--- src/rtl/fen_pkg.sv ---
// shared types and constants for the flow error norm block
package fen_pkg;

	localparam int DATA_W   = 32;
	localparam int FRAC_W   = 16;
	localparam int GUARD_W  = 20;
	localparam int ABS_W    = DATA_W + GUARD_W;
	localparam int SQ_W     = 64;
	localparam int NORM_W   = 48;
	localparam int GM1_W    = 20;
	localparam int STEP_W   = 6;
	localparam int NVAR     = 4;
	localparam logic [GM1_W-1:0] GM1_RESET = 20'd26214;
	localparam logic [STEP_W-1:0] DIV_STEPS = 6'd33;
	localparam logic [STEP_W-1:0] SQRT_STEPS = 6'd32;
	localparam logic [STEP_W-1:0] MUL_STEPS = 6'd17;
	localparam logic [STEP_W-1:0] SET1_STEP = 6'd6;
	localparam logic [STEP_W-1:0] SQ_STEP = 6'd12;

	typedef enum logic [1:0] {
		NK_L1   = 2'd0,
		NK_L2   = 2'd1,
		NK_LINF = 2'd2
	} norm_kind_t;

	typedef enum logic [3:0] {
		MOP_NONE,
		MOP_U,
		MOP_V,
		MOP_KX,
		MOP_KY,
		MOP_P,
		MOP_SQ0,
		MOP_SQ1,
		MOP_SQ2,
		MOP_SQ3
	} mul_op_t;

	typedef struct packed {
		logic signed [DATA_W-1:0] test_density;
		logic signed [DATA_W-1:0] test_momentum_x;
		logic signed [DATA_W-1:0] test_momentum_y;
		logic signed [DATA_W-1:0] test_energy;
		logic signed [DATA_W-1:0] ref_density;
		logic signed [DATA_W-1:0] ref_momentum_x;
		logic signed [DATA_W-1:0] ref_momentum_y;
		logic signed [DATA_W-1:0] ref_energy;
		logic                     last_node;
	} node_t;

	typedef struct packed {
		norm_kind_t        norm_kind;
		logic [NORM_W-1:0] density_norm;
		logic [NORM_W-1:0] velocity_x_norm;
		logic [NORM_W-1:0] velocity_y_norm;
		logic [NORM_W-1:0] pressure_norm;
		logic              bad_density_seen;
		logic              last_norm;
	} norm_t;

	typedef struct packed {
		logic              load;
		logic              div_step;
		logic              div_done;
		mul_op_t           mop;
		logic              set;
		logic              sqrt_step;
		logic              emit;
		norm_kind_t        kind;
		logic [STEP_W-1:0] step;
	} cmd_t;

	typedef struct packed {
		logic last_node;
		logic out_free;
	} sts_t;

endpackage

--- src/rtl/fen_ctrl.sv ---
// sequencer for division, multiply steps, square roots and result output
module fen_ctrl import fen_pkg::*; (
	input  logic clk,
	input  logic arst_n,
	input  logic node_valid,
	output logic busy,
	input  sts_t sts,
	output cmd_t cmd
);

	typedef enum logic [4:0] {
		S_IDLE = 5'b00001,
		S_DIV  = 5'b00010,
		S_MUL  = 5'b00100,
		S_SQRT = 5'b01000,
		S_EMIT = 5'b10000
	} state_t;

	state_t            state_q;
	logic [STEP_W-1:0] cnt_q;
	logic              set_q;
	logic              phase_q;
	norm_kind_t        kind_q;
	mul_op_t           mop;

	assign busy = (state_q != S_IDLE);

	// multiply schedule: per set u, v, u*mx, v*my, gap, p; then gap and four squares
	always_comb begin
		mop = MOP_NONE;
		if (cnt_q < SQ_STEP) begin
			unique case (cnt_q < SET1_STEP ? cnt_q : cnt_q - SET1_STEP)
				6'd0: mop = MOP_U;
				6'd1: mop = MOP_V;
				6'd2: mop = MOP_KX;
				6'd3: mop = MOP_KY;
				6'd5: mop = MOP_P;
				default: mop = MOP_NONE;
			endcase
		end else begin
			unique case (cnt_q)
				6'd13: mop = MOP_SQ0;
				6'd14: mop = MOP_SQ1;
				6'd15: mop = MOP_SQ2;
				6'd16: mop = MOP_SQ3;
				default: mop = MOP_NONE;
			endcase
		end
	end

	always_comb begin
		cmd = '0;
		cmd.mop  = MOP_NONE;
		cmd.kind = kind_q;
		cmd.step = cnt_q;
		cmd.set  = set_q;
		unique case (state_q)
			S_IDLE: cmd.load = node_valid;
			S_DIV: begin
				cmd.div_step = (cnt_q < DIV_STEPS);
				cmd.div_done = (cnt_q == DIV_STEPS);
			end
			S_MUL: begin
				cmd.set = (cnt_q >= SET1_STEP);
				if (!phase_q) cmd.mop = mop;
			end
			S_SQRT: cmd.sqrt_step = 1'b1;
			S_EMIT: cmd.emit = 1'b1;
			default: cmd = '0;
		endcase
	end

	always_ff @(posedge clk or negedge arst_n) begin
		if (!arst_n) begin
			state_q <= S_IDLE;
			cnt_q   <= '0;
			set_q   <= 1'b0;
			phase_q <= 1'b0;
			kind_q  <= NK_L1;
		end else begin
			unique case (state_q)
				S_IDLE: if (node_valid) begin
					state_q <= S_DIV;
					cnt_q   <= '0;
					set_q   <= 1'b0;
				end
				S_DIV: begin
					if (cnt_q == DIV_STEPS) begin
						cnt_q <= '0;
						if (!set_q) begin
							set_q <= 1'b1;
						end else begin
							state_q <= S_MUL;
							phase_q <= 1'b0;
						end
					end else begin
						cnt_q <= cnt_q + 6'd1;
					end
				end
				S_MUL: begin
					phase_q <= !phase_q;
					if (phase_q) begin
						if (cnt_q == MUL_STEPS - 6'd1) begin
							cnt_q <= '0;
							state_q <= sts.last_node ? S_SQRT : S_IDLE;
						end else begin
							cnt_q <= cnt_q + 6'd1;
						end
					end
				end
				S_SQRT: begin
					if (cnt_q == SQRT_STEPS - 6'd1) begin
						state_q <= S_EMIT;
						kind_q  <= NK_L1;
					end
					cnt_q <= cnt_q + 6'd1;
				end
				S_EMIT: if (sts.out_free) begin
					unique case (kind_q)
						NK_L1: kind_q <= NK_L2;
						NK_L2: kind_q <= NK_LINF;
						default: begin
							kind_q  <= NK_L1;
							state_q <= S_IDLE;
						end
					endcase
				end
				default: state_q <= S_IDLE;
			endcase
		end
	end

endmodule

--- config.mk ---
export PLATFORM = sky130hd
export DESIGN_NAME = fen_ctrl
export DESIGN_NICKNAME = d
export VERILOG_FILES = /design/src/rtl/fen_pkg.sv /design/src/rtl/fen_ctrl.sv
export SDC_FILE = /design/constraint.sdc
export NUM_CORES = 1
export LEC_CHECK = 0
export BUFFER_PORTS_ARGS = -buffer_cell sky130_fd_sc_hd__buf_2
export CORE_UTILIZATION = 26
export CTS_CLUSTER_SIZE = 16
export DETAILED_ROUTE_END_ITERATION = 10
export PLACE_DENSITY_LB_ADDON = 0.08
export SLEW_MARGIN = 10
export SYNTH_ARGS = -nofsm -noshare
export SYNTH_HDL_FRONTEND = slang
export SYNTH_SLANG_ARGS = --single-unit
--- constraint.sdc ---
create_clock -name clk -period 5.5 [get_ports clk]
set_input_delay 1.1 -clock clk [delete_from_list [all_inputs] [get_ports clk]]
set_output_delay 1.1 -clock clk [all_outputs]
set_load 0.05 [all_outputs]
==> metrics list, run 1 <==
- Result of the run: completed
* Share of synthesized cell area in and, or, nand and nor gates: 28.9%
* Number of buffers added for setup after CTS: 0
- Bufs and invs on worst path: 1
- For this design, the sink count on the clock tree is 15.
- After routing the design area is 0.00144 mm^2.
* Cell count of the worst reg-to-reg path: 5
- The cell family contributing the most delay on the critical path is compound AO/OA/AOI/OAI gates.
- Number of synthesized flops with an enable pin: 0
* First-pass GRT wire length: 5830 um
- Power spread over the standard cell area amounts to 453 mW/mm^2.
- Combinational share of power: 59.6%
- X dimension of the die: 71.5 um
- In this run, post-CTS repair resized a total of 0 instances.
- Layout cell share with drive strength beyond 1: 20.2%
- Among all flip-flop cells after synthesis, the most frequent one is sky130_fd_sc_hd__dfrtp_1.
- Die Y-Extent: 71.5 um
* Count of pins over their slew limit: 0
- In this run, distinct cell masters in the synthesized netlist total 52.
* Fraction of registers with async set/reset: 100%
- Number of routed nets with antenna violations: 0
- The hold violation count in the final report was 0.
* CP startpoint kind: flop
- The worst setup path is of the flop to output pin kind.
- Number of global-route vias before repair: 1200
- Once placement finished, the instance area stood at 0.00140 mm^2.
- Power Internal: 0.325 mW
* Hold Buf Count CTS: 0
- Of the synthesized area, sequential elements account for 30.0%.
- Mean instance size in the synthesized netlist: 8.16 um^2
* CTS H-tree depth: 1
- Post-detail-place hpwl: 2600 um
- In the routed layout, each cell is associated on average with a via count of 5.43.
* Total setup violations reported at the end of the flow: 0
- Setup repair after global routing missed its margin: no
* Area inside the core boundary: 0.00450 mm^2
* Fin crit share: 69.4%
- Between clock sinks in the finished design, the worst skew comes to 0.00991 ns.
- The number of antenna violations at the first check in global routing was 0.
- Layout Nets: 185
* Synthesized Nets: 165
- Shortest period the worst path allows: 3.81 ns
- Row generation in the floorplan step produced 24 rows.
- The worst setup path is captured at an output pin.
- Area share of fa/ha/maj cells after synthesis: 5.98%
- In this run the worst setup path begins at cnt_q[2].
* Critical path's slowest cell: sky130_fd_sc_hd__dfrtp_1
- During synthesis, Yosys emitted a total of 0 warnings.
* #FFs+latches synth: 15
* Req. time, crit path: 4.40 ns
* Cell breakdown of the critical path: ha_1 > a21bo_2 > a211oi_1 > o21ai_1 > or3_1 > a21oi_1 > buf_2
- Counting the buffers created by CTS gives 3.
- Entering global routing, the biggest net connects 16 pins.
- Starting utilization of the core area: 27.9%
- Routed wirelength normalized by instance count: 15.7 um
- For this block, the initial DRC count from the detailed router was 156.
- After clock tree synthesis, the clock-pin slew on the worst setup and hold paths is 0.07 ns.
* FF/Latch Area: 377 um^2
- The synthesized netlist devotes 1.39% of its cell area to XOR and XNOR gates.
- Counting every instance in the synthesized netlist gives 154.
- WL final: 3530 um
- In this run the power spent charging and discharging nets is 0.330 mW.
- The synthesized design devotes to its leading area cell type 27.9% of total area.
* Number of cells in the finished layout apart from fillers: 225
- The later pin in the worst-skew pair is clocked with a latency of 0.26 ns.
* Global-route congestion overflow total: 0
- Number of buffers on the longest clock path: 2
- For this run, design rule violations remaining after detail routing come to 0.
- Largest fanout on the critical path: 14
- Global routing used 14.8% of the available tracks.
- Min setup slack post-route: 1.69 ns
- For this block, the via count after detailed routing is 1222.
- The first TritonRoute pass finished after 4 iterations.
- Share of the core filled with cells in the final layout: 32.1%
- The most critical setup path has its endpoint at cmd[13].
- Top cells by area in the synthesized netlist: sky130_fd_sc_hd__dfrtp_1, sky130_fd_sc_hd__ha_1, sky130_fd_sc_hd__nand2_1
- Startpoint of the worst-slack reg-to-reg timing path: state_q[0]
- Worst slack, placed: 1.98 ns
* Area used by multi-input combinational logic: 800 um^2
* FF-to-FF End: cnt_q[5]
* RePlAce Congestion: 0.748
- Measured against the total synthesized area, the mux share comes to 1.69%.
- WP depth: 7
- Number of antenna cells inserted: 0
- Flop-to-flop setup slack: 3.18 ns
- Part of the power in registers: 25.8%
* Clock network fraction of design power: 14.6%
- In the final timing run, aggregate negative setup slack is 0 ns.
* Number of ports placed on the die boundary: 24
- Switching part of the total: 50.4%
- The area growth from synthesis to layout is 14.9%.
- Data arrival time of the critical path: 2.71 ns
- Counting the fill cells in the layout gives 486.
* Total power after layout: 0.654 mW
- Post-Syn Area: 0.00126 mm^2
* Pin slew with the least headroom to its limit: 0.607 ns
* Compound-gate portion of the synthesized area: 25.7%
- The tool flagged a number of max-cap violations equal to 0.
* Peak supply drop: 0.156 mV
- Final hold analysis gives a worst-case slack of 0.520 ns.
* Max frequency: 262 MHz
- Cell chosen for the clock root: sky130_fd_sc_hd__clkbuf_8
- Slowest stage delay, CP: 0.61 ns
* Max-slew headroom: 59.1%
- Post-synthesis cell type with the largest combined area: sky130_fd_sc_hd__dfrtp_1
- After detailed placement, the design holds a cell count of 221.
* Die Area: 0.00511 mm^2
- Combinational family with the most area after synthesis: simple AND/OR/NAND/NOR gates
* Total leakage power: 0.736 nW
* Kind of path behind the tightest hold check: flop to flop
* CTS tree: yes
- Port Buffer Count: 23
[sequential cells by signal (all words and copies together) (netlist names)]
| signal | count |
|---|---|
| cnt_q | 6 |
| kind_q | 2 |
| phase_q | 1 |
| set_q | 1 |
| state_q | 5 |
[area by class of cell]
| class | instances | area share (%) |
|---|---|---|
| inverter | 11 | 2.86 |
| clock buffer | 3 | 2.86 |
| tap | 52 | 4.51 |
| timing repair buffer | 23 | 7.97 |
| sequential | 15 | 26.1 |
| clock inverter | 1 | 0.347 |
| multi-input combinational | 120 | 55.4 |
[layer usage]
layer,up-vias,wire length [um],GRT usage [%]
met5,-,0,0
met3,5,213,4.08
met1,584,1540,18.6
met2,36,1740,25.0
met4,0,36,3.92
li1,597,-,-
[cells in the final DEF (no fill, tap or decap), types with 4 or more instances in the layout]
cell                      synthesis  routed
sky130_fd_sc_hd__inv_1           11      11
sky130_fd_sc_hd__a22o_1           5       5
sky130_fd_sc_hd__buf_2            1      23
sky130_fd_sc_hd__nand2_1         17      17
sky130_fd_sc_hd__nor2_1          15      15
sky130_fd_sc_hd__a21oi_1          4       4
sky130_fd_sc_hd__nor3_1           4       4
sky130_fd_sc_hd__o21ai_0          6       6
sky130_fd_sc_hd__a21o_1           7       7
sky130_fd_sc_hd__or3_1            4       4
sky130_fd_sc_hd__and2_1           8       8
sky130_fd_sc_hd__dfrtp_1         14      14
sky130_fd_sc_hd__ha_1             6       6
[how the worst min path moves through the flow]
stage | startpoint | endpoint | slack [ns] | cells past startpoint
3_5_place_dp | phase_q | phase_q | 0.50 | 1
3_3_place_gp | phase_q | phase_q | 0.51 | 1
2_1_floorplan | phase_q | phase_q | 0.47 | 1
5_1_grt | kind_q[0] | kind_q[0] | 0.56 | 1
4_1_cts | phase_q | phase_q | 0.52 | 1
6_report | phase_q | phase_q | 0.52 | 1
[cell usage after synthesis, types with 2 or more instances]
cell	n
sky130_fd_sc_hd__ha_1	6
sky130_fd_sc_hd__o31ai_1	2
sky130_fd_sc_hd__a21o_1	7
sky130_fd_sc_hd__xnor2_1	2
sky130_fd_sc_hd__dfrtp_1	14
sky130_fd_sc_hd__a22o_1	5
sky130_fd_sc_hd__and2_1	8
sky130_fd_sc_hd__and3_1	3
sky130_fd_sc_hd__nand2_1	17
sky130_fd_sc_hd__nor3_1	4
sky130_fd_sc_hd__nand4_1	2
sky130_fd_sc_hd__inv_1	11
sky130_fd_sc_hd__nor2_1	15
sky130_fd_sc_hd__clkbuf_1	6
sky130_fd_sc_hd__a21oi_1	4
sky130_fd_sc_hd__nor4_1	2
sky130_fd_sc_hd__o21ai_0	6
sky130_fd_sc_hd__nand3_1	3
sky130_fd_sc_hd__or3_1	4
[cell families after synthesis]
kind of cell	after synthesis
AND/OR/NAND/NOR	67
AO/OA/AOI/OAI	43
buffers and inverters	19
flip-flops	15
adder cells (fa/ha/maj)	6
XOR/XNOR	2
multiplexers	2
[power groups by stage]
stage	sequential, mW	clock [mW]	combinational, mW
detailed placement	0.170	0	0.387
CTS	0.168	0.0995	0.390
global route	0.174	0.105	0.431
floorplan	0.157	0	0.335
global placement	0.168	0	0.394
finish	0.169	0.0956	0.390
(Power assumes the default switching activity.)
==> run 2, diff against run 1 <==
--- a/config.mk
+++ b/config.mk
@@ -5,6 +5,7 @@
 export SDC_FILE = /design/constraint.sdc
 export NUM_CORES = 1
 export LEC_CHECK = 0
+export ABC_AREA = 1
 export BUFFER_PORTS_ARGS = -buffer_cell sky130_fd_sc_hd__buf_2
 export CORE_UTILIZATION = 26
 export CTS_CLUSTER_SIZE = 16
==> constraint.sdc (replaced) <==
create_clock -name clk -period 3.6 [get_ports clk]
set_input_delay 0.72 -clock clk [delete_from_list [all_inputs] [get_ports clk]]
set_output_delay 0.72 -clock clk [all_outputs]
set_load 0.05 [all_outputs]
==> metrics list, run 2 <==
- The flow ran to the end, and the final reports show no timing, DRC or antenna violations.
* Total leakage power: 0.952 nW (+29%)
- The core footprint was 0.00554 mm^2 (+23%).
* Shortest period the worst path allows: 2.81 ns
* Worst setup path class: flop to output pin
- The switching power is 0.679 mW (+110%).
- The number of standard cells in the layout, taps in and fillers out was 313 (+39%).
* Data arrival time of the critical path: 2.09 ns (-0.62 ns)
- The share of the synthesized area in the top cell type came to 23.3% (-4.6 points).
* Largest fanout on the critical path: 8 (-6)
* Flip-flop count of the largest register, all copies and words added: 6 (unchanged)
* Number of antenna cells inserted: 0 (unchanged)
- The sequential-to-total area share from yosys stat was 25.0% (-4.9 points).
- Global-route congestion overflow total: 0 (unchanged)
- The share of post-route cells with drive strength above 1 was 28.2% (+8.0 points).
- X dimension of the die: 78.1 um (+9.2%)
* Area used by multi-input combinational logic: 971 um^2 (+21%)
- The number of top-level design ports was 24 (unchanged).
- Top cells by area in the synthesized netlist: sky130_fd_sc_hd__dfrtp_1, sky130_fd_sc_hd__nand2_1, sky130_fd_sc_hd__nand3_1
- The routed via count was 1388 (+14%).
- The mapped cell area came to 0.00150 mm^2 (+20%).
- All-Layer GR Usage: 14.3% (-0.47 points)
- The worst setup path is launched from a flop.
- Number of global-route vias before repair: 1412 (+18%)
- Die Area: 0.00609 mm^2 (+19%)
- Cell chosen for the clock root: sky130_fd_sc_hd__clkbuf_8
* Clock network fraction of design power: 11.8% (-2.8 points)
* Number of routed nets with antenna violations: 0 (unchanged)
* #FFs+latches synth: 15 (unchanged)
- Number of placement rows: 27 (+13%)
* Vias per inst: 4.43 (-18%)
- Port Buffer Count: 23 (unchanged)
- Dpl cells: 309 (+40%)
- The worst hold margin was 0.384 ns (-0.136 ns).
- Starting utilization of the core area: 27.1% (-0.74 points)
- Fraction of registers with async set/reset: 100% (unchanged)
- Critical path's slowest cell: sky130_fd_sc_hd__dfrtp_1
* Biggest register: cnt_q
* Layout area overhead: 15.1%
- The clock latency at the later pin of the worst-skew pair was 0.25 ns (about the same).
- PwrDens: 689 mW/mm^2 (+52%)
- Sinks on the clock net: 15 (unchanged)
- The setup fix buffers added after clock tree synthesis was 0 (unchanged).
* Count of pins over their slew limit: 0 (unchanged)
- The number of warnings printed during yosys synthesis was 0 (unchanged).
- The setup clock skew after layout was 0.00220 ns (-0.00772 ns).
- The final net count was 253 (+37%).
- Most common cell in the synthesized netlist: sky130_fd_sc_hd__nand2_1
- Post-detail-place hpwl: 3220 um (+24%)
- The length of the first detailed-routing pass in iterations came to 4 (unchanged).
- Max frequency: 356 MHz
- The hold violation count in the final report came to 0 (unchanged).
- Setup repair after global routing missed its margin: no
- Routed wirelength normalized by instance count: 12.8 um (-19%)
* Most common cell after layout, fill and taps aside: sky130_fd_sc_hd__nand2_1
* Die Y-Extent: 78.1 um (+9.2%)
- The worst path buffer plus inverter count was 2 (+1).
- The number of hold-repair buffers added at the cts stage was 0 (unchanged).
- In the layout the commonest cells are sky130_fd_sc_hd__nand2_1, sky130_fd_sc_hd__inv_1, sky130_fd_sc_hd__nand3_1, sky130_fd_sc_hd__buf_2, sky130_fd_sc_hd__nor2_1.
* Cell breakdown of the critical path: ha_1 > nor2_1 > nand2_1 > nand2_1 > nand2_1 > nand2_1 > nor2_1 > nand2_1 > nand3_1 > nand2_1 > inv_1 > buf_2
* Max-slew headroom: 67.3% (+8.2 points)
- The worst setup path is captured at an output pin.
* Total setup violations reported at the end of the flow: 0 (unchanged)
- The count of unique library cells instantiated by Yosys is 30 (-42%).
* Mean instance size in the synthesized netlist: 6.93 um^2 (-15%)
- Setup TNS Final: 0 ns (unchanged)
- The min-delay analysis places its worst path in the category primary input to asynchronous set/reset pin.
- The synthesized design spends more area on one cell type than any other, namely sky130_fd_sc_hd__dfrtp_1.
- Of the available clock period, the critical path in the final layout requires 78.0%.
- The first-pass GRT wire length is 6760 um (+16%).
- The maximum count of clock buffers along a single path was 2 (unchanged).
- Count of routing violations after the opening detailed-route iteration: 42 (-73%)
- Combinational share of power: 65.2% (+5.6 points)
- Top post-synthesis cells by count: sky130_fd_sc_hd__nand2_1, sky130_fd_sc_hd__inv_1, sky130_fd_sc_hd__nand3_1, sky130_fd_sc_hd__nor2_1, sky130_fd_sc_hd__dfrtp_1
- The H-tree level count came to 1 (unchanged).
* Clock Pin Slew Worst Setup and Hold Paths: 0.06 ns (about the same)
* TritonCTS buffer count: 3 (unchanged)
- The number of flops mapped to enable cells by yosys was 0 (unchanged).
- The number of cells produced by synthesis is 217 (+41%).
- The number of antenna violations at the first check in global routing was 0 (unchanged).
- Most prevalent standard cell on the critical path: sky130_fd_sc_hd__nand2_1
- Req. time, crit path: 2.88 ns (-1.52 ns)
- Part of the power in registers: 23.0% (-2.8 points)
- Pin slew with the least headroom to its limit: 0.490 ns (-0.117 ns)
- Peak supply drop: 0.334 mV (+110%)
- Biggest regs: cnt_q: 6 flops, state_q: 5 flops, kind_q: 2 flops
* Max_cap viols: 0 (unchanged)
- Switching part of the total: 56.9% (+6.5 points)
- TritonCTS built the clock tree.
* Top delay family on crit path: simple AND/OR/NAND/NOR gates
* Synthesized Nets: 228 (+38%)
- Largest net degree at the start of global routing: 16 (unchanged)
- The number of filler cells placed in the layout came to 638 (+31%).
- The most used flip-flop cell after synthesis is sky130_fd_sc_hd__dfrtp_1.
* Power Internal: 0.514 mW (+58%)
* RePlAce Congestion: 0.770 (+2.9%)
- WL final: 4000 um (+13%)
- The quantity of gates resized following cts came to 0 (unchanged).
- Slowest stage delay, CP: 0.53 ns (-0.08 ns)
- Remaining routing DRC violations: 0 (unchanged)
- FF/Latch Area: 377 um^2 (unchanged)
-- run 2: power by group through the flow --
stage / combinational (mW) / clock [mW] / sequential, mW
2_1_floorplan: 0.630 / 0 / 0.263
3_3_place_gp: 0.802 / 0 / 0.276
3_5_place_dp: 0.789 / 0 / 0.278
4_1_cts: 0.792 / 0.147 / 0.274
5_1_grt: 0.864 / 0.157 / 0.281
6_report: 0.778 / 0.141 / 0.274
-- run 2: layout make-up --
class | count | area share (%)
Clock buffer | 4 | 2.60
Timing Repair Buffer | 23 | 6.65
Sequential cell | 15 | 21.7
Multi-Input combinational cell | 164 | 56.1
Inverter | 35 | 7.73
Tap cell | 72 | 5.20
-- run 2: path summary, 6_finish.rpt --
kind                               start    endpoint  slack [ns]  cells past startpoint
worst max register to register  cnt_q[0]  state_q[4]        1.82                      9
max in group asynchronous         arst_n  state_q[0]        2.90                      1
min in group clk                 phase_q     phase_q        0.51                      2
worst min register to register   phase_q     phase_q        0.51                      2
worst min-delay path              arst_n  state_q[3]        0.38                      1
worst max-delay path            cnt_q[2]     cmd[13]        0.79                     12
-- run 2: cells by family after synthesis --
family / after synthesis / synth area share [%]
flops: 15 / 25.0
xor+xnor: 2 / 1.16
buf+inv: 38 / 10.4
compound gates: 29 / 11.6
fa+ha+maj: 6 / 4.99
simple gates: 127 / 46.8
-- run 2: metal layers --
metal / vias to the layer above / wire length (um) / GRT usage (%)
li1: 743 / - / -
met1: 627 / 2060 / 19.2
met2: 16 / 1820 / 24.3
met3: 2 / 89 / 2.79
met4: 0 / 23 / 1.67
met5: - / 0 / 0
-- run 2: metrics by stage --
| stage | instance area, um^2 | utilization (%) | setup slack [ns] | total power, mW |
|---|---|---|---|---|
| after floorplan | 1500 | - | 0.945 | 0.893 |
| after global placement | 1690 | 30.4 | 1.11 | 1.08 |
| after detailed placement | 1690 | 30.4 | 1.08 | 1.07 |
| after CTS | 1730 | 31.3 | 0.803 | 1.21 |
| after global routing | 1730 | 31.3 | 0.605 | 1.30 |
| final | 1730 | 31.3 | 0.793 | 1.19 |
